`src/hw/rtl/cpxseg_pkg.sv`:
```
// Shared types, codes and segment tables for the charlieplex digit segment sequencer.
// Depends on nothing; imported by the divider, the top level and the checker.
package cpxseg_pkg;

  localparam int VALUE_W     = 16;
  localparam int BASE_W      = 5;
  localparam int DIGIT_W     = 4;
  localparam int SEG_IDX_W   = 6;
  localparam int LIST_W      = 5;
  localparam int COUNT_W     = 5;
  localparam int MAX_RESULTS = 29;
  localparam int MSG0_LEN    = 21;
  localparam int MSG1_LEN    = 10;

  // Operation codes
  localparam logic [2:0] OP_NUMBER  = 3'd0;
  localparam logic [2:0] OP_CHAR    = 3'd1;
  localparam logic [2:0] OP_PAIR    = 3'd2;
  localparam logic [2:0] OP_DECIMAL = 3'd3;
  localparam logic [2:0] OP_BATTERY = 3'd4;
  localparam logic [2:0] OP_MESSAGE = 3'd5;

  // Message ids
  localparam logic [VALUE_W-1:0] MSG_BANNER = 16'd0;
  localparam logic [VALUE_W-1:0] MSG_ERROR  = 16'd1;

  // Special segment indexes and the fixed decimal radix
  localparam logic [SEG_IDX_W-1:0] COLON_IDX   = 6'd28;
  localparam logic [SEG_IDX_W-1:0] POINT_IDX   = 6'd29;
  localparam logic [SEG_IDX_W-1:0] BATTERY_TOP = 6'd37;
  localparam logic [BASE_W-1:0]    DEC_RADIX   = 5'd10;

  typedef struct packed {
    logic [2:0]  operation;
    logic [15:0] primary_value;
    logic [15:0] secondary_value;
    logic [7:0]  right_base;
    logic [7:0]  left_base;
    logic [7:0]  digit_place;
  } req_t;

  typedef struct packed {
    logic [6:0] pin_direction;
    logic [6:0] pin_level;
    logic       last_of_run;
  } res_t;

  // Pin enable and level masks per segment index, packed {direction, level}
  function automatic logic [13:0] seg_rom(input logic [SEG_IDX_W-1:0] idx);
    logic [13:0] v;
    unique case (idx)
      6'd0:    v = {7'h03, 7'h01};
      6'd1:    v = {7'h0C, 7'h04};
      6'd2:    v = {7'h30, 7'h20};
      6'd3:    v = {7'h60, 7'h40};
      6'd4:    v = {7'h03, 7'h02};
      6'd5:    v = {7'h14, 7'h10};
      6'd6:    v = {7'h28, 7'h20};
      6'd7:    v = {7'h50, 7'h40};
      6'd8:    v = {7'h06, 7'h04};
      6'd9:    v = {7'h0C, 7'h08};
      6'd10:   v = {7'h24, 7'h04};
      6'd11:   v = {7'h48, 7'h08};
      6'd12:   v = {7'h0A, 7'h02};
      6'd13:   v = {7'h42, 7'h02};
      6'd14:   v = {7'h22, 7'h20};
      6'd15:   v = {7'h44, 7'h04};
      6'd16:   v = {7'h0A, 7'h08};
      6'd17:   v = {7'h12, 7'h02};
      6'd18:   v = {7'h24, 7'h20};
      6'd19:   v = {7'h48, 7'h40};
      6'd20:   v = {7'h06, 7'h02};
      6'd21:   v = {7'h18, 7'h08};
      6'd22:   v = {7'h30, 7'h10};
      6'd23:   v = {7'h60, 7'h20};
      6'd24:   v = {7'h05, 7'h04};
      6'd25:   v = {7'h14, 7'h04};
      6'd26:   v = {7'h28, 7'h08};
      6'd27:   v = {7'h50, 7'h10};
      6'd28:   v = {7'h18, 7'h10};
      6'd29:   v = {7'h05, 7'h01};
      6'd30:   v = {7'h42, 7'h40};
      6'd31:   v = {7'h22, 7'h02};
      6'd32:   v = {7'h12, 7'h10};
      6'd33:   v = {7'h44, 7'h40};
      6'd34:   v = {7'h11, 7'h01};
      6'd35:   v = {7'h41, 7'h40};
      6'd36:   v = {7'h21, 7'h20};
      6'd37:   v = {7'h09, 7'h08};
      6'd38:   v = {7'h11, 7'h10};
      6'd39:   v = {7'h41, 7'h01};
      6'd40:   v = {7'h21, 7'h01};
      6'd41:   v = {7'h09, 7'h01};
      default: v = '0;
    endcase
    return v;
  endfunction

  // Lit segments of a hex glyph; bit j stands for segment code 4*j
  function automatic logic [6:0] glyph_mask(input logic [DIGIT_W-1:0] d);
    logic [6:0] m;
    unique case (d)
      4'h0: m = 7'b0111111;
      4'h1: m = 7'b0000110;
      4'h2: m = 7'b1011011;
      4'h3: m = 7'b1001111;
      4'h4: m = 7'b1100110;
      4'h5: m = 7'b1101101;
      4'h6: m = 7'b1111101;
      4'h7: m = 7'b0000111;
      4'h8: m = 7'b1111111;
      4'h9: m = 7'b1101111;
      4'hA: m = 7'b1110111;
      4'hB: m = 7'b1111100;
      4'hC: m = 7'b0111001;
      4'hD: m = 7'b1011110;
      4'hE: m = 7'b1111001;
      4'hF: m = 7'b1110001;
      default: m = '0;
    endcase
    return m;
  endfunction

  // Segment list of the fixed banner message
  function automatic logic [SEG_IDX_W-1:0] msg0_seg(input logic [LIST_W-1:0] k);
    logic [SEG_IDX_W-1:0] s;
    unique case (k)
      5'd0:    s = 6'd0;
      5'd1:    s = 6'd2;
      5'd2:    s = 6'd4;
      5'd3:    s = 6'd5;
      5'd4:    s = 6'd6;
      5'd5:    s = 6'd7;
      5'd6:    s = 6'd8;
      5'd7:    s = 6'd9;
      5'd8:    s = 6'd10;
      5'd9:    s = 6'd11;
      5'd10:   s = 6'd14;
      5'd11:   s = 6'd16;
      5'd12:   s = 6'd17;
      5'd13:   s = 6'd18;
      5'd14:   s = 6'd19;
      5'd15:   s = 6'd20;
      5'd16:   s = 6'd21;
      5'd17:   s = 6'd22;
      5'd18:   s = 6'd23;
      5'd19:   s = 6'd24;
      5'd20:   s = 6'd27;
      default: s = '0;
    endcase
    return s;
  endfunction

  // Segment list of the error message
  function automatic logic [SEG_IDX_W-1:0] msg1_seg(input logic [LIST_W-1:0] k);
    logic [SEG_IDX_W-1:0] s;
    unique case (k)
      5'd0:    s = 6'd3;
      5'd1:    s = 6'd15;
      5'd2:    s = 6'd17;
      5'd3:    s = 6'd18;
      5'd4:    s = 6'd19;
      5'd5:    s = 6'd23;
      5'd6:    s = 6'd25;
      5'd7:    s = 6'd26;
      5'd8:    s = 6'd27;
      5'd9:    s = 6'd29;
      default: s = '0;
    endcase
    return s;
  endfunction

  // Position of the lowest set bit of a glyph mask
  function automatic logic [2:0] low_pos(input logic [6:0] m);
    logic [2:0] p;
    p = '0;
    for (int j = 6; j >= 0; j--) begin
      if (m[j]) p = 3'(j);
    end
    return p;
  endfunction

endpackage

```
`src/hw/rtl/cpxseg_div.sv`:
```
// Iterative restoring divider, two quotient bits per cycle, for radix digit extraction.
// Depends on cpxseg_pkg for the value and radix widths.
module cpxseg_div
  import cpxseg_pkg::*;
(
  input  logic               clk,
  input  logic               rst,
  input  logic               start,
  input  logic [VALUE_W-1:0] dividend,
  input  logic [BASE_W-1:0]  divisor,
  output logic               done,
  output logic [VALUE_W-1:0] quotient,
  output logic [DIGIT_W-1:0] remainder
);

  localparam int STEPS  = VALUE_W / 2;
  localparam int STEP_W = $clog2(STEPS);

  logic [STEP_W-1:0]  cnt;
  logic               running;
  logic [BASE_W-1:0]  t1, t2;
  logic               ge1, ge2;
  logic [DIGIT_W-1:0] r1, r2;
  logic [VALUE_W-1:0] q1, q2;

  // Two restoring steps: shift in the next dividend bit, subtract when it fits
  always_comb begin
    t1  = {remainder, quotient[VALUE_W-1]};
    ge1 = (t1 >= divisor);
    r1  = ge1 ? DIGIT_W'(t1 - divisor) : t1[DIGIT_W-1:0];
    q1  = {quotient[VALUE_W-2:0], ge1};
    t2  = {r1, q1[VALUE_W-1]};
    ge2 = (t2 >= divisor);
    r2  = ge2 ? DIGIT_W'(t2 - divisor) : t2[DIGIT_W-1:0];
    q2  = {q1[VALUE_W-2:0], ge2};
  end

  // Sequence the steps and pulse done when the quotient is complete
  always_ff @(posedge clk) begin
    if (rst) begin
      running <= 1'b0;
      done    <= 1'b0;
      cnt     <= '0;
    end else begin
      done <= 1'b0;
      if (start) begin
        running <= 1'b1;
        cnt     <= '0;
      end else if (running) begin
        cnt <= cnt + 1'b1;
        if (cnt == STEP_W'(STEPS - 1)) begin
          running <= 1'b0;
          done    <= 1'b1;
        end
      end
    end
  end

  // Hold the partial remainder and the shifting quotient
  always_ff @(posedge clk) begin
    if (start) begin
      quotient  <= dividend;
      remainder <= '0;
    end else if (running) begin
      quotient  <= q2;
      remainder <= r2;
    end
  end

endmodule

```
`src/hw/rtl/charlieplex_digit_segment_sequencer_top.sv`:
```
// Top level of the charlieplex digit segment sequencer: request decode, segment sequencer,
// result register. Depends on cpxseg_pkg and cpxseg_div.

// A request is taken when start is high and busy is low; busy then stays high until the
// final segment of the request is on the result ports, and requests offered meanwhile are
// ignored. Each lit segment comes out as one transaction on result, marked by strobe for
// exactly one cycle; the receiver cannot hold results off, so it must take one segment every
// cycle that strobe is high. The final segment of a request carries last_of_run; a request
// that lights nothing (bad radix, place, level, message id or operation) produces no
// transaction and leaves the block free. Every digit that needs a radix conversion goes
// through one shared divider at two quotient bits per cycle before its lit segments are
// issued one after another; pair and decimal requests end with the colon or point. At
// most 29 segments are issued per request.
module charlieplex_digit_segment_sequencer_top
  import cpxseg_pkg::*;
#(
  parameter int DIGIT_COUNT = 4,
  parameter int MAX_RADIX   = 16
) (
  input  logic clk,
  input  logic rst,
  input  logic start,
  input  req_t request,
  output logic busy,
  output logic strobe,
  output res_t result
);

  localparam int PLACE_W = (DIGIT_COUNT > 1) ? $clog2(DIGIT_COUNT) : 1;
  localparam int HALF    = DIGIT_COUNT / 2;

  typedef enum logic [6:0] {
    S_IDLE  = 7'b0000001,
    S_PREP  = 7'b0000010,
    S_DIV   = 7'b0000100,
    S_GLYPH = 7'b0001000,
    S_LIST  = 7'b0010000,
    S_TAIL  = 7'b0100000,
    S_DONE  = 7'b1000000
  } state_t;

  state_t                state, state_next, entry_state;
  req_t                  req_q;
  logic [VALUE_W-1:0]    val;
  logic [PLACE_W-1:0]    place;
  logic [6:0]            gmask;
  logic [LIST_W-1:0]     lidx;
  logic [SEG_IDX_W-1:0]  pend_idx;
  logic                  pend_valid;
  logic [COUNT_W-1:0]    count;

  logic                  accept;
  logic                  rb_ok, lb_ok;
  logic                  push_en;
  logic [SEG_IDX_W-1:0]  push_idx;
  logic                  glyph_last, list_last, last_digit;
  logic                  emit_en, emit_last, cap_hit;
  logic [13:0]           rom_word;
  logic [1:0]            level;

  logic                  div_start, div_done, div_switch;
  logic [VALUE_W-1:0]    div_a, div_quo;
  logic [BASE_W-1:0]     div_b;
  logic [DIGIT_W-1:0]    div_rem;

  assign busy   = (state != S_IDLE);
  assign accept = start && !busy;
  assign level  = req_q.primary_value[1:0];

  // Decode the request into its first state; bad operands go nowhere
  always_comb begin
    rb_ok = (int'(request.right_base) >= 2) && (int'(request.right_base) <= MAX_RADIX);
    lb_ok = (int'(request.left_base) >= 2) && (int'(request.left_base) <= MAX_RADIX);
    unique case (request.operation)
      OP_NUMBER:  entry_state = rb_ok ? S_PREP : S_IDLE;
      OP_CHAR:    entry_state = (int'(request.digit_place) < DIGIT_COUNT) ? S_GLYPH : S_IDLE;
      OP_PAIR:    entry_state = (rb_ok && lb_ok) ? S_PREP : S_IDLE;
      OP_DECIMAL: entry_state = S_PREP;
      OP_BATTERY: entry_state = (request.primary_value != 16'd0 &&
                                 request.primary_value <= 16'd3) ? S_LIST : S_IDLE;
      OP_MESSAGE: entry_state = (request.primary_value <= MSG_ERROR) ? S_LIST : S_IDLE;
      default:    entry_state = S_IDLE;
    endcase
  end

  // Pick the dividend and radix for the digit at the current place
  always_comb begin
    div_switch = (req_q.operation == OP_PAIR && int'(place) == HALF) ||
                 (req_q.operation == OP_DECIMAL && int'(place) == 1);
    div_a      = div_switch ? req_q.secondary_value : val;
    if (req_q.operation == OP_DECIMAL) begin
      div_b = DEC_RADIX;
    end else if (req_q.operation == OP_PAIR && int'(place) >= HALF) begin
      div_b = req_q.left_base[BASE_W-1:0];
    end else begin
      div_b = req_q.right_base[BASE_W-1:0];
    end
  end

  cpxseg_div u_div (
    .clk       (clk),
    .rst       (rst),
    .start     (div_start),
    .dividend  (div_a),
    .divisor   (div_b),
    .done      (div_done),
    .quotient  (div_quo),
    .remainder (div_rem)
  );

  // Sequence digits, glyph segments, fixed lists and the trailing mark
  always_comb begin
    state_next = state;
    push_en    = 1'b0;
    push_idx   = '0;
    div_start  = 1'b0;
    glyph_last = ((gmask & (gmask - 7'd1)) == 7'd0);
    last_digit = (int'(place) == DIGIT_COUNT - 1);
    if (req_q.operation == OP_BATTERY) begin
      list_last = (lidx == LIST_W'(level - 2'd1));
    end else if (req_q.primary_value[0]) begin
      list_last = (lidx == LIST_W'(MSG1_LEN - 1));
    end else begin
      list_last = (lidx == LIST_W'(MSG0_LEN - 1));
    end
    unique case (state)
      S_IDLE: begin
        if (start) state_next = entry_state;
      end
      S_PREP: begin
        div_start  = 1'b1;
        state_next = S_DIV;
      end
      S_DIV: begin
        if (div_done) state_next = S_GLYPH;
      end
      S_GLYPH: begin
        push_en  = 1'b1;
        push_idx = {1'b0, low_pos(gmask), 2'b00} + SEG_IDX_W'(place);
        if (glyph_last) begin
          if (req_q.operation == OP_CHAR || req_q.operation == OP_MESSAGE) begin
            state_next = S_DONE;
          end else if (last_digit) begin
            state_next = (req_q.operation == OP_NUMBER) ? S_DONE : S_TAIL;
          end else begin
            state_next = S_PREP;
          end
        end
      end
      S_LIST: begin
        push_en = 1'b1;
        if (req_q.operation == OP_BATTERY) begin
          push_idx = BATTERY_TOP + 6'd1 - {4'd0, level} + {1'b0, lidx};
        end else if (req_q.primary_value[0]) begin
          push_idx = msg1_seg(lidx);
        end else begin
          push_idx = msg0_seg(lidx);
        end
        if (list_last) begin
          state_next = (req_q.operation == OP_MESSAGE && req_q.primary_value[0]) ?
                       S_GLYPH : S_DONE;
        end
      end
      S_TAIL: begin
        push_en    = 1'b1;
        push_idx   = (req_q.operation == OP_PAIR) ? COLON_IDX : POINT_IDX;
        state_next = S_DONE;
      end
      S_DONE: begin
        state_next = S_IDLE;
      end
      default: begin
        state_next = S_IDLE;
      end
    endcase
    // Drop the rest of the run once the result limit is reached
    cap_hit = push_en && pend_valid && (count == COUNT_W'(MAX_RESULTS - 1));
    if (cap_hit) state_next = S_IDLE;
  end

  // Issue the held segment once the next one is known or the run ends
  always_comb begin
    emit_en   = pend_valid && (push_en || state == S_DONE);
    emit_last = (state == S_DONE) || (count == COUNT_W'(MAX_RESULTS - 1));
    rom_word  = seg_rom(pend_idx);
  end

  // Control state
  always_ff @(posedge clk) begin
    if (rst) begin
      state      <= S_IDLE;
      pend_valid <= 1'b0;
      strobe     <= 1'b0;
      count      <= '0;
    end else begin
      state  <= state_next;
      strobe <= emit_en;
      if (accept) begin
        count <= '0;
      end else if (emit_en) begin
        count <= count + 1'b1;
      end
      if (cap_hit || state == S_DONE) begin
        pend_valid <= 1'b0;
      end else if (push_en) begin
        pend_valid <= 1'b1;
      end
    end
  end

  // Payload: request copy, working value, place, glyph mask, list index, result
  always_ff @(posedge clk) begin
    if (accept) begin
      req_q <= request;
      val   <= (request.operation == OP_DECIMAL) ?
               {8'd0, request.primary_value[7:0]} : request.primary_value;
      place <= (request.operation == OP_CHAR) ? request.digit_place[PLACE_W-1:0] : '0;
      gmask <= glyph_mask(request.primary_value[DIGIT_W-1:0]);
      lidx  <= '0;
    end else begin
      unique case (state)
        S_DIV: begin
          if (div_done) begin
            val   <= div_quo;
            gmask <= glyph_mask(div_rem);
          end
        end
        S_GLYPH: begin
          gmask <= gmask & (gmask - 7'd1);
          if (glyph_last && !last_digit) place <= place + 1'b1;
        end
        S_LIST: begin
          lidx <= lidx + 1'b1;
          if (list_last) begin
            gmask <= glyph_mask(req_q.secondary_value[DIGIT_W-1:0]);
            place <= '0;
          end
        end
        default: begin
        end
      endcase
    end
    if (push_en) pend_idx <= push_idx;
    if (emit_en) begin
      result.pin_direction <= rom_word[13:7];
      result.pin_level     <= rom_word[6:0];
      result.last_of_run   <= emit_last;
    end
  end

endmodule

```
`config.mk`:
```
export PLATFORM = sky130hd
export DESIGN_NAME = charlieplex_digit_segment_sequencer_top
export DESIGN_NICKNAME = d
export VERILOG_FILES = /design/src/hw/rtl/cpxseg_pkg.sv /design/src/hw/rtl/cpxseg_div.sv /design/src/hw/rtl/charlieplex_digit_segment_sequencer_top.sv
export SDC_FILE = /design/constraint.sdc
export NUM_CORES = 1
export LEC_CHECK = 0
export ABC_AREA = 1
export BUFFER_PORTS_ARGS = -buffer_cell sky130_fd_sc_hd__buf_4
export CORE_ASPECT_RATIO = 1.2
export CORE_MARGIN = 8
export CORE_UTILIZATION = 55
export CTS_BUF_LIST = sky130_fd_sc_hd__clkbuf_8
export DETAILED_ROUTE_END_ITERATION = 8
export HOLD_SLACK_MARGIN = 0.03
export PLACE_DENSITY = 0.87
export SLEW_MARGIN = 20
export SYNTH_ARGS = -nofsm -noshare
export SYNTH_HDL_FRONTEND = slang
export SYNTH_HIERARCHICAL = 1
export SYNTH_SLANG_ARGS = --single-unit
```
`constraint.sdc`:
```
create_clock -name clk -period 4.15 [get_ports clk]
set_clock_uncertainty 0.05 [all_clocks]
set_input_delay 1.245 -clock clk [delete_from_list [all_inputs] [get_ports clk]]
set_output_delay 1.245 -clock clk [all_outputs]
set_load 0.01 [all_outputs]
```
==> implementation parameters, run 1 <==
Parameter                              Value

Clocking
  Number of hold buffers added after CTS    0
  Total clock sinks    138
  Clock-pin transition on the worst setup and hold timing paths    0.07 ns
  Number of setup buffers added after CTS    0
  Clock latency on the worst-skew pair    0.46 ns
  TritonCTS Buffers    17
  Number of cells upsized or downsized after cts    0
  Maximum buffer depth of the clock tree    2
  CTS tree    yes
  Depth of the CTS H-tree    4
  Clock tree root buffer cell    sky130_fd_sc_hd__clkbuf_8

Global route
  Global route total overflow    0
  Via count of the first global-routing pass    7584
  Gr usage total    20.85%
  Antenna violations before repair    0
  Pin count of the biggest net entering global routing    46
  Global-route wire length before repair    35070 um

Power and ir drop
  Power, Total    6.300 mW
  Sequential share of power    34.8%
  Part of the total power dissipated in the clock network    16.8%
  Sw power    2.743 mW
  Static Leakage    4.528 nW
  Power density over cell area    632.8 nW/um2
  Combinational cell fraction of total power    48.4%
  Worst vdd ir    0.3079 mV
  Switching part of the total    43.54%
  Cell-internal power    3.557 mW

Synthesis
  Syn Area/Cell    8.146 um2
  Async set-reset flop share out of synthesis    0%
  Synth unique cells    64
  Net count after synthesis    1206
  Number of synthesized flops with an enable pin    93
  Ys Warns    6
  Count of state elements after synthesis    138
  Sequential element share of the synthesized area    41.94%
  Commonest register cell after synthesis    sky130_fd_sc_hd__edfxtp_1
  Synth Instances    1081
  Post-synthesis instance area    8806 um2

Critical path
  CP max stage delay    0.43 ns
  Critical Path Source Type    flip-flop
  Data arrival time of the critical path    3.94 ns
  Sum of buffers and inverters on the critical path    6
  Crit Path Category    reg -> reg
  Most Frequent Cell on Critical Path    sky130_fd_sc_hd__nand2_1
  Worst-path maximum fanout    6
  CP endpoint kind    flip-flop
  Highest-delay cell along the critical path    sky130_fd_sc_hd__edfxtp_1
  Cell type group with the largest total delay on the critical path    adder cells
  Data required time of the worst path    4.30 ns
  Crit path cell chain    inv_1 -> nor3_1 -> o21ai_0 -> buf_4 -> inv_1 -> nand2_1 -> a21oi_1 -> ha_1 -> inv_1 -> fa_1 -> xor2_1 -> nand2_1 -> nand2_1 -> ha_1 -> nand2_1 -> inv_2 -> a21oi_4 -> nand3_2 -> inv_2 -> o21ai_1

Finish
  Inserted Diodes    0
  Most common cell after layout, fill and taps aside    sky130_fd_sc_hd__nand2_1
  Filler cell count    1282
  Layout overhead on the synthesized area    13.07%
  Leading cell types in the layout, fill and taps excluded    sky130_fd_sc_hd__nand2_1 (307), sky130_fd_sc_hd__inv_1 (114), sky130_fd_sc_hd__nor2_1 (98)
  Share of final-layout standard cells stronger than drive strength 1    16.07%
  Design Area, Final    9957 um2
  # nets final    1288

Die
  Effective utilization at floorplan    56.30%
  Die boundary width    131.5 um
  Number of top-level design ports    79
  Die Area    20330 um2
  Core area    15640 um2
  Count of standard-cell rows    50
  Die height    154.6 um

STA
  Final Slew Violations    0
  Number of setup violations in the final report    0
  Unrepaired setup endpoints after global routing    false
  Final hold violation count    0
  Fmax    0.2641 GHz
  Transition time at the pin with the least slew margin    0.6833 ns
  Final hold slack    0.4247 ns
  Final Cycle Share    91.25%
  Setup TNS    0 ns
  Headroom to the max-slew limit    54.39%
  Min Tclk post-route    3.787 ns
  Worst Setup Slack, final    0.3629 ns

Route
  Number of design-rule violations left by the first detailed-router iteration    671
  Routed len/inst    15.40 um
  DRC viols    0
  Via count    7735
  First drt pass iteration count    6
  Antenna-violating nets left    0
  Final wirelength    21310 um
  Via/cell ratio    5.589

Outcome
  Run status    finished clean

Run
  Number of maximum-capacitance violations    0

Place
  HPWL after detailed placement    16040 um
  Global placer's final weighted congestion    0.9479
  Total of buffers placed on input and output ports    78
  Instance area at placement    9579 um2
  Worst slack after detailed placement    0.4127 ns

Hold path
  Hold Path Class    reg -> reg
==> layout make-up <==
cell class              count  area (um2)  area share [%]
multi-input cells         788        4477           44.96
flip-flops and latches    138        3694           37.09
repair buffers             86       645.6           6.484
inverters                 132       503.0           5.052
well taps                 208       260.3           2.614
clock buffers              18       247.7           2.488
clock inverters            14       130.1           1.307
==> cell families (layout without fill, tap and decap cells) <==
family                     after synthesis  count (layout)  synth area share, %
and+or+nand+nor                        526             526                26.19
muxes                                   14              14                1.790
xor gates and xnor gates                10              10               0.9946
DFF                                    138             138                41.94
AOI/OAI and AO/OA                      175             175                12.66
buffers and inverters                  155             250                7.218
adders and majority gates               63              63                9.207
==> power by group through the flow <==
stage               logic (mW)  clock network [mW]  registers [mW]
global placement          2.93                   0            2.20
global route              3.43                1.13            2.23
CTS                       3.02                1.07            2.19
floorplan                 2.38                   0            2.11
detailed placement        3.00                   0            2.21
finish                    3.05                1.06            2.19
==> stage by stage <==
stage,util [%],instances
2_1_floorplan,-,1081
3_3_place_gp,61.25,1352
3_5_place_dp,61.25,1352
4_1_cts,63.66,1384
5_1_grt,63.66,1384
6_report,63.66,1384
==> cells in the mapped netlist (10+ instances only) <==
cell type,instances,area [um2]
sky130_fd_sc_hd__edfxtp_1,93,2793
sky130_fd_sc_hd__dfxtp_1,45,900.9
sky130_fd_sc_hd__o211ai_1,13,97.59
sky130_fd_sc_hd__a21oi_1,44,220.2
sky130_fd_sc_hd__mux2_2,14,157.7
sky130_fd_sc_hd__inv_1,112,420.4
sky130_fd_sc_hd__o21ai_0,59,295.3
sky130_fd_sc_hd__nand3_1,55,275.3
sky130_fd_sc_hd__inv_2,12,45.04
sky130_fd_sc_hd__nand2_1,307,1152
sky130_fd_sc_hd__nor3_1,14,70.07
sky130_fd_sc_hd__nand4_1,10,62.56
sky130_fd_sc_hd__nor2_1,98,367.9
sky130_fd_sc_hd__ha_1,60,750.7
==> routing by layer <==
layer / track usage, % / up-vias / part of all wire (%)
met5: 0 / - / 0
met4: 9.370 / 0 / 3.3
met3: 5.152 / 61 / 7.3
met2: 37.84 / 355 / 51
met1: 22.51 / 3535 / 39
li1: - / 3784 / -
==> tightest hold or removal path, stage by stage (launching register included) <==
cell	delay, ns
sky130_fd_sc_hd__dfxtp_1	0.32
sky130_fd_sc_hd__nand2_1	0.06
sky130_fd_sc_hd__a21oi_1	0.05
==> path summary, 6_finish.rpt <==
path,startpoint,slack (ns),endpoint,depth (start not counted)
hold / removal,u_div/cnt[2],0.42,u_div/cnt[2],2
setup / recovery,req_q[57],0.36,u_div/quotient[0],20
hold reg to reg,u_div/cnt[2],0.42,u_div/cnt[2],2
setup reg to reg,req_q[57],0.36,u_div/quotient[0],20
No activity file was read; power rests on OpenSTA's default activity.
==> inputs of run 2 (changes only) <==
--- a/config.mk
+++ b/config.mk
@@ -7,13 +7,14 @@
 export LEC_CHECK = 0
 export ABC_AREA = 1
 export BUFFER_PORTS_ARGS = -buffer_cell sky130_fd_sc_hd__buf_4
-export CORE_ASPECT_RATIO = 1.2
+export CELL_PAD_IN_SITES_DETAIL_PLACEMENT = 1
+export CELL_PAD_IN_SITES_GLOBAL_PLACEMENT = 1
 export CORE_MARGIN = 8
-export CORE_UTILIZATION = 55
+export CORE_UTILIZATION = 47
 export CTS_BUF_LIST = sky130_fd_sc_hd__clkbuf_8
 export DETAILED_ROUTE_END_ITERATION = 8
 export HOLD_SLACK_MARGIN = 0.03
-export PLACE_DENSITY = 0.87
+export PLACE_DENSITY = 0.95
 export SLEW_MARGIN = 20
 export SYNTH_ARGS = -nofsm -noshare
 export SYNTH_HDL_FRONTEND = slang
==> run 2 against run 1 <==
  * Clock power is 9% higher
  * Sequential cell count unchanged
  * Hold slack better by 0.0099 ns
  * Global-route usage up 2.2 points
  * Cell count grew 1.8%
  * Critical path depth down 1
  * Worst setup slack lost 0.052 ns
  * Via count grew 4.1%
  * Highest routed layer unchanged
==> implementation parameters, run 2 (synthesis results as in run 1) <==
Parameter                              Value

STA
  Fmax    0.2604 GHz (was 0.2641 GHz)
  Headroom to the max-slew limit    50.89% (was 54.39%)
  Final Slew Violations    0 (unchanged)
  Min Tclk post-route    3.840 ns (was 3.787 ns)
  Number of setup violations in the final report    0 (unchanged)
  Unrepaired setup endpoints after global routing    false (unchanged)
  Transition time at the pin with the least slew margin    0.7359 ns (was 0.6833 ns)
  Final hold violation count    0 (unchanged)
  Setup TNS    0 ns (unchanged)
  Final Cycle Share    92.52% (was 91.25%)

Critical path
  Most Frequent Cell on Critical Path    sky130_fd_sc_hd__nand2_1 (unchanged)
  CP endpoint kind    flip-flop (unchanged)
  Reg2reg path depth    19 (was 20)
  Crit path cell chain    inv_1 -> nor3_2 -> o21ai_2 -> inv_1 -> nand2_1 -> a21oi_1 -> ha_1 -> inv_1 -> fa_1 -> xor2_1 -> nand2_1 -> nand2_1 -> ha_1 -> nand2_1 -> inv_2 -> a21oi_4 -> nand3_2 -> inv_2 -> o21ai_1 (was inv_1 -> nor3_1 -> o21ai_0 -> buf_4 -> inv_1 -> nand2_1 -> a21oi_1 -> ha_1 -> inv_1 -> fa_1 -> xor2_1 -> nand2_1 -> nand2_1 -> ha_1 -> nand2_1 -> inv_2 -> a21oi_4 -> nand3_2 -> inv_2 -> o21ai_1)
  CP max stage delay    0.46 ns (was 0.43 ns)
  Data required time of the worst path    4.32 ns (was 4.30 ns)
  Worst r2r dst    u_div/quotient[0] (unchanged)
  Worst-path maximum fanout    6 (unchanged)
  Critical Path Source Type    flip-flop (unchanged)
  Worst setup path startpoint    req_q[57] (unchanged)
  Reg2reg start    req_q[57] (unchanged)
  Setup slack of the most critical reg-to-reg path    0.31 ns (was 0.36 ns)
  Highest-delay cell along the critical path    sky130_fd_sc_hd__edfxtp_1 (unchanged)
  Crit Path Category    reg -> reg (unchanged)
  Data arrival time of the critical path    4.00 ns (was 3.94 ns)

Route
  Routed len/inst    19.18 um (was 15.40 um)
  DRC viols    0 (unchanged)
  Antenna-violating nets left    0 (unchanged)
  Final wirelength    27030 um (was 21310 um)
  Via/cell ratio    5.713 (was 5.589)
  Number of design-rule violations left by the first detailed-router iteration    512 (was 671)
  Via count    8049 (was 7735)
  First drt pass iteration count    5 (was 6)

Power and ir drop
  Worst vdd ir    0.2870 mV (was 0.3079 mV)
  Power density over cell area    657.9 nW/um2 (was 632.8 nW/um2)
  Static Leakage    4.521 nW (was 4.528 nW)
  Power, Total    6.598 mW (was 6.300 mW)

Global route
  Global-route wire length before repair    43480 um (was 35070 um)
  Pin count of the biggest net entering global routing    31 (was 46)
  Via count of the first global-routing pass    8458 (was 7584)
  Antenna violations before repair    0 (unchanged)
  Gr usage total    23.02% (was 20.85%)
  Global route total overflow    0 (unchanged)

Clocking
  Number of hold buffers added after CTS    0 (unchanged)
  Clock-pin transition on the worst setup and hold timing paths    0.10 ns (was 0.07 ns)
  CTS tree    yes (unchanged)
  Number of cells upsized or downsized after cts    0 (unchanged)
  Maximum buffer depth of the clock tree    2 (unchanged)
  Depth of the CTS H-tree    4 (unchanged)
  Clock latency on the worst-skew pair    0.48 ns (was 0.46 ns)
  TritonCTS Buffers    17 (unchanged)
  Total clock sinks    138 (unchanged)
  Clock tree root buffer cell    sky130_fd_sc_hd__clkbuf_8 (unchanged)
  Number of setup buffers added after CTS    0 (unchanged)

Die
  Core area    18520 um2 (was 15640 um2)
  Die height    152.9 um (was 154.6 um)
  Die Area    23370 um2 (was 20330 um2)
  Count of standard-cell rows    50 (unchanged)
  Number of top-level design ports    79 (unchanged)
  Effective utilization at floorplan    47.55% (was 56.30%)
  Die boundary width    152.9 um (was 131.5 um)

Place
  Instance area at placement    9604 um2 (was 9579 um2)
  Total instance count after detailed placement    1377 (was 1352)
  Total of buffers placed on input and output ports    78 (unchanged)
  Global placer's final weighted congestion    0.9145 (was 0.9479)
  HPWL after detailed placement    19710 um (was 16040 um)

Run
  Number of maximum-capacitance violations    0 (unchanged)

Hold path
  Hold Path Class    reg -> reg (unchanged)
  WHS Endpoint    u_div/cnt[2] (unchanged)
  Hold-critical path depth    2 (unchanged)
  Hold_sp    u_div/cnt[2] (unchanged)

Finish
  Inserted Diodes    0 (unchanged)
  Layout overhead on the synthesized area    13.88% (was 13.07%)
  Leading cell types in the layout, fill and taps excluded    sky130_fd_sc_hd__nand2_1 (307), sky130_fd_sc_hd__inv_1 (112), sky130_fd_sc_hd__nor2_1 (98) (was sky130_fd_sc_hd__nand2_1 (307), sky130_fd_sc_hd__inv_1 (114), sky130_fd_sc_hd__nor2_1 (98))
  Share of the core filled with cells in the final layout    54.16% (was 63.66%)
  # nets final    1287 (was 1288)
  Sequential standard cell area    3694 um2 (unchanged)
  Most common cell after layout, fill and taps aside    sky130_fd_sc_hd__nand2_1 (unchanged)
  Design Area, Final    10030 um2 (was 9957 um2)
  Share of final-layout standard cells stronger than drive strength 1    16.34% (was 16.07%)
  Filler cell count    2262 (was 1282)
  Number of standard cells in the layout, taps in and fillers out    1409 (was 1384)
  Multi-input logic area    4486 um2 (was 4477 um2)

Outcome
  Run status    finished clean (unchanged)
run 2: report_power, final:
group	internal, mW	switching [mW]	leakage [nW]
clock	0.464	0.696	0.202
sequential	1.94	0.296	1.24
combinational	1.09	2.12	3.08
run 2: metrics by stage:
step           hold slack [ns]  worst slack (ns)
4_1_cts                 0.4349           0.01971
3_5_place_dp            0.4227            0.1923
2_1_floorplan           0.3916            0.7732
3_3_place_gp            0.4014            0.4766
5_1_grt                 0.4544          0.009922
6_report                0.4346            0.3105
run 2: worst max-delay path, delay by kind of cell, from the launching register on:
kind / cells / cell delay [ns]
fa+ha+maj: 3 / 0.98
simple gates: 6 / 0.76
compound gates: 4 / 0.63
buf+inv: 5 / 0.54
flops: 1 / 0.46
xor+xnor: 1 / 0.16
run 2: per-layer routing:
layer	up-vias	wire length [um]	GRT usage, %
met4	0	662	8.624
li1	3777	-	-
met1	3947	11030	26.57
met3	62	1485	4.370
met2	263	13850	41.58
met5	-	0	0
run 2: layout make-up:
| type | count | share of cell area (%) |
|---|---|---|
| multi-input combinational | 788 | 44.73 |
| inverter | 132 | 5.016 |
| sequential | 138 | 36.83 |
| tap | 234 | 2.920 |
| clock inverter | 15 | 1.809 |
| timing repair buffer | 85 | 6.363 |
| clock buffer | 17 | 2.333 |
run 2: worst max-delay path by stage:
stage               slack (ns)  cells past startpoint                  to
floorplan                 0.77                     19   u_div/quotient[0]
global placement          0.48                     21   u_div/quotient[0]
detailed placement        0.19                     19   u_div/quotient[0]
CTS                       0.02                     19   u_div/quotient[0]
global route              0.01                     21  u_div/remainder[1]
finish                    0.31                     19   u_div/quotient[0]
==> inputs of run 3 (changes only) <==
--- a/config.mk
+++ b/config.mk
@@ -5,12 +5,11 @@
 export SDC_FILE = /design/constraint.sdc
 export NUM_CORES = 1
 export LEC_CHECK = 0
-export ABC_AREA = 1
 export BUFFER_PORTS_ARGS = -buffer_cell sky130_fd_sc_hd__buf_4
 export CELL_PAD_IN_SITES_DETAIL_PLACEMENT = 1
 export CELL_PAD_IN_SITES_GLOBAL_PLACEMENT = 1
-export CORE_MARGIN = 8
-export CORE_UTILIZATION = 47
+export CORE_MARGIN = 5
+export CORE_UTILIZATION = 49
 export CTS_BUF_LIST = sky130_fd_sc_hd__clkbuf_8
 export DETAILED_ROUTE_END_ITERATION = 8
 export HOLD_SLACK_MARGIN = 0.03
==> run 3 against run 2 <==
  * Area after synthesis shrank 1.3%
  * Register-to-register slack lost 0.29 ns
  * Routed wire length grew 3.6%
  * Combinational power shrank 64%
  * Global-route usage grew 4.0 points
  * Non-clock buffer count grew 10
  * Worst setup slack lost 0.29 ns
  * Sequential cell count is the same
  * Die area shrank 12%
  * Cell count shrank 16%
  * Clock power is essentially flat
  * Via count shrank 5.8%
  * Highest routed layer unchanged
==> implementation parameters, run 3 <==
Parameter                              Value

Finish
  Leading cell types in the layout, fill and taps excluded    sky130_fd_sc_hd__nand2_1 (99), sky130_fd_sc_hd__buf_4 (95), sky130_fd_sc_hd__edfxtp_1 (93) (was sky130_fd_sc_hd__nand2_1 (307), sky130_fd_sc_hd__inv_1 (112), sky130_fd_sc_hd__nor2_1 (98))
  Filler cell count    1903 (was 2262)
  Most common cell after layout, fill and taps aside    sky130_fd_sc_hd__nand2_1 (unchanged)
  Inserted Diodes    0 (unchanged)
  Number of standard cells in the layout, taps in and fillers out    1188 (was 1409)
  Share of final-layout standard cells stronger than drive strength 1    20.87% (was 16.34%)
  Layout overhead on the synthesized area    14.70% (was 13.88%)
  Design Area, Final    9966 um2 (was 10030 um2)
  Share of the core filled with cells in the final layout    57.42% (was 54.16%)
  # nets final    1075 (was 1287)

STA
  Final Slew Violations    0 (unchanged)
  Fmax    0.2419 GHz (was 0.2604 GHz)
  Number of setup violations in the final report    0 (unchanged)
  Headroom to the max-slew limit    30.32% (was 50.89%)
  Final hold violation count    0 (unchanged)
  Setup TNS    0 ns (unchanged)
  Transition time at the pin with the least slew margin    1.045 ns (was 0.7359 ns)
  Min Tclk post-route    4.134 ns (was 3.840 ns)
  Worst Setup Slack, final    0.01569 ns (was 0.3105 ns)
  Final Cycle Share    99.62% (was 92.52%)

Critical path
  Sum of buffers and inverters on the critical path    0 (was 5)
  Highest-delay cell along the critical path    sky130_fd_sc_hd__edfxtp_1 (unchanged)
  Cell type group with the largest total delay on the critical path    compound AO/OA/AOI/OAI gates (was adder cells)
  Worst r2r dst    u_div/remainder[3] (was u_div/quotient[0])
  Crit path cell chain    nor3b_2 -> o21a_4 -> mux2i_1 -> nor2_1 -> ha_1 -> nand2b_1 -> a31oi_4 -> o21ai_2 -> mux2_4 -> ha_1 -> a21oi_2 -> o21a_1 -> o21a_1 -> o211ai_1 -> a311oi_1 (was inv_1 -> nor3_2 -> o21ai_2 -> inv_1 -> nand2_1 -> a21oi_1 -> ha_1 -> inv_1 -> fa_1 -> xor2_1 -> nand2_1 -> nand2_1 -> ha_1 -> nand2_1 -> inv_2 -> a21oi_4 -> nand3_2 -> inv_2 -> o21ai_1)
  Crit Path Category    reg -> reg (unchanged)
  Worst-path maximum fanout    5 (was 6)
  Critical Path Source Type    flip-flop (unchanged)
  Cell count along the critical path    15 (was 19)
  Reg2reg start    req_q[58] (was req_q[57])
  CP endpoint kind    flip-flop (unchanged)
  CP max stage delay    0.49 ns (was 0.46 ns)
  Data arrival time of the critical path    4.46 ns (was 4.00 ns)
  Data required time of the worst path    4.48 ns (was 4.32 ns)
  Setup slack of the most critical reg-to-reg path    0.02 ns (was 0.31 ns)
  Reg2reg path depth    15 (was 19)

Place
  Total of buffers placed on input and output ports    78 (unchanged)
  Global placer's final weighted congestion    0.9085 (was 0.9145)
  Worst slack after detailed placement    0.07915 ns (was 0.1923 ns)
  HPWL after detailed placement    18970 um (was 19710 um)
  Instance area at placement    9510 um2 (was 9604 um2)
  Total instance count after detailed placement    1155 (was 1377)

Synthesis
  Post-synthesis instance area    8688 um2 (was 8806 um2)
  Synth unique cells    88 (was 64)
  Combinational family with the most area after synthesis    compound AO/OA/AOI/OAI gates (was simple AND/OR/NAND/NOR gates)
  Net count after synthesis    1000 (was 1206)
  Cell types with the highest counts after synthesis    sky130_fd_sc_hd__nand2_1 (99), sky130_fd_sc_hd__edfxtp_1 (93), sky130_fd_sc_hd__ha_1 (60), sky130_fd_sc_hd__o21ai_0 (59), sky130_fd_sc_hd__inv_1 (55) (was sky130_fd_sc_hd__nand2_1 (307), sky130_fd_sc_hd__inv_1 (112), sky130_fd_sc_hd__nor2_1 (98), sky130_fd_sc_hd__edfxtp_1 (93), sky130_fd_sc_hd__ha_1 (60))
  Ys Warns    6 (unchanged)
  Synth Instances    875 (was 1081)
  Top cell type by total area after synthesis    sky130_fd_sc_hd__edfxtp_1 (unchanged)
  Area fraction of the dominant cell type after synthesis    32.14% (was 31.71%)
  Mux share of post-synthesis cell area    8.597% (was 1.790%)
  Most common cell in the synthesized netlist    sky130_fd_sc_hd__nand2_1 (unchanged)
  Count of state elements after synthesis    138 (unchanged)
  Post-synthesis compound-gate area fraction    16.27% (was 12.66%)
  Async set-reset flop share out of synthesis    0% (unchanged)
  Commonest register cell after synthesis    sky130_fd_sc_hd__edfxtp_1 (unchanged)
  Number of synthesized flops with an enable pin    93 (unchanged)
  Post-synthesis xor/xnor area fraction    2.679% (was 0.9946%)
  Synthesized-area fraction occupied by adder cells    9.332% (was 9.207%)
  Post-synthesis simple-gate area fraction    16.23% (was 26.19%)
  Main area contributors after synthesis    sky130_fd_sc_hd__edfxtp_1 (32%), sky130_fd_sc_hd__dfxtp_1 (10%), sky130_fd_sc_hd__ha_1 (8.6%), sky130_fd_sc_hd__mux2_2 (4.9%), sky130_fd_sc_hd__nand2_1 (4.3%) (was sky130_fd_sc_hd__edfxtp_1 (32%), sky130_fd_sc_hd__nand2_1 (13%), sky130_fd_sc_hd__dfxtp_1 (10%), sky130_fd_sc_hd__ha_1 (8.5%), sky130_fd_sc_hd__inv_1 (4.8%))
  Syn Area/Cell    9.930 um2 (was 8.146 um2)
  Sequential element share of the synthesized area    42.51% (was 41.94%)

Route
  First drt pass iteration count    5 (unchanged)
  Via/cell ratio    6.380 (was 5.713)
  Antenna-violating nets left    0 (unchanged)
  Final wirelength    28000 um (was 27030 um)
  DRC viols    0 (unchanged)
  Routed len/inst    23.56 um (was 19.18 um)
  Via count    7580 (was 8049)
  Number of design-rule violations left by the first detailed-router iteration    625 (was 512)

Hold path
  Hold-critical path depth    1 (was 2)
  Hold_sp    pend_valid (was u_div/cnt[2])
  Hold Path Class    reg -> reg (unchanged)
  WHS Endpoint    pend_valid (was u_div/cnt[2])

Global route
  Pin count of the biggest net entering global routing    69 (was 31)
  Gr usage total    27.02% (was 23.02%)
  Global route total overflow    0 (unchanged)
  Antenna violations before repair    0 (unchanged)
  Global Route met3 Usage    5.626% (was 4.370%)
  Grt peak-use layer    met2 (unchanged)
  Global-route wire length before repair    42910 um (was 43480 um)
  Via count of the first global-routing pass    7883 (was 8458)
  GRT met1 Usage    32.80% (was 26.57%)
  Met2 usage in global routing    45.94% (was 41.58%)

Clocking
  Maximum buffer depth of the clock tree    2 (unchanged)
  Clock-pin transition on the worst setup and hold timing paths    0.09 ns (was 0.10 ns)
  Clock tree root buffer cell    sky130_fd_sc_hd__clkbuf_8 (unchanged)
  Clock latency on the worst-skew pair    0.48 ns (about the same)
  Number of hold buffers added after CTS    0 (unchanged)
  Depth of the CTS H-tree    4 (unchanged)
  TritonCTS Buffers    17 (unchanged)
  CTS tree    yes (unchanged)
  Total clock sinks    138 (unchanged)

Die
  Die height    143.2 um (was 152.9 um)
  Core area    17360 um2 (was 18520 um2)
  Die boundary width    143.2 um (was 152.9 um)
  Effective utilization at floorplan    50.06% (was 47.55%)
  Number of top-level design ports    79 (unchanged)
  Count of standard-cell rows    48 (was 50)
  Die Area    20490 um2 (was 23370 um2)

Power and ir drop
  Worst vdd ir    0.2480 mV (was 0.2870 mV)
  Power density over cell area    406.9 nW/um2 (was 657.9 nW/um2)
  Static Leakage    3.912 nW (was 4.521 nW)

Outcome
  Run status    finished clean (unchanged)

Run
  Number of maximum-capacitance violations    0 (unchanged)
## run 3: report_power, final
part | internal, mW | switching, mW | leakage [nW]
Clock | 0.559 | 0.629 | 0.208
Sequential | 1.58 | 0.127 | 1.24
Combinational | 0.482 | 0.678 | 2.46
Total | 2.62 | 1.43 | 3.91
## run 3: repair_timing
action                                 4_1_cts  5_1_grt
endpoints found under the hold margin        0        0
resized for setup                            0        9
buffers inserted                             0        1
setup endpoints to repair                    0        5
## run 3: how the worst max path moves through the flow
stage	from	end
floorplan	req_q[56]	u_div/quotient[0]
global placement	req_q[58]	u_div/quotient[0]
detailed placement	req_q[58]	u_div/quotient[0]
CTS	req_q[58]	u_div/remainder[3]
global route	req_q[58]	u_div/remainder[3]
finish	req_q[58]	u_div/remainder[3]
## run 3: metrics by stage
step	hold WS, ns	total power, mW
5_1_grt	0.4901	4.197
3_5_place_dp	0.4475	2.734
6_report	0.4646	4.055
3_3_place_gp	0.4296	2.650
4_1_cts	0.4683	3.937
2_1_floorplan	0.4222	2.405
## run 3: area by class of cell
| class | count | area (um2) | area share [%] |
|---|---|---|---|
| tap | 225 | 281.5 | 2.825 |
| multi-input combinational | 642 | 4653 | 46.69 |
| clock inverter | 15 | 180.2 | 1.808 |
| inverter | 56 | 210.2 | 2.109 |
| clock buffer | 17 | 234.0 | 2.348 |
| timing repair buffer | 95 | 713.2 | 7.156 |
| sequential | 138 | 3694 | 37.06 |
## run 3: cell families (layout without fill, tap and decap cells)
group | count (synthesis) | after routing
buf+inv | 95 | 183
simple gates | 277 | 277
flops | 138 | 138
compound gates | 214 | 214
xor+xnor | 24 | 24
mux | 64 | 64
fa+ha+maj | 63 | 63
## run 3: metal layers
metal / part of all wire, % / vias up
li1: - / 3360
met1: 39 / 3761
met2: 50 / 363
met3: 6.4 / 96
met4: 3.9 / 0
met5: 0 / -
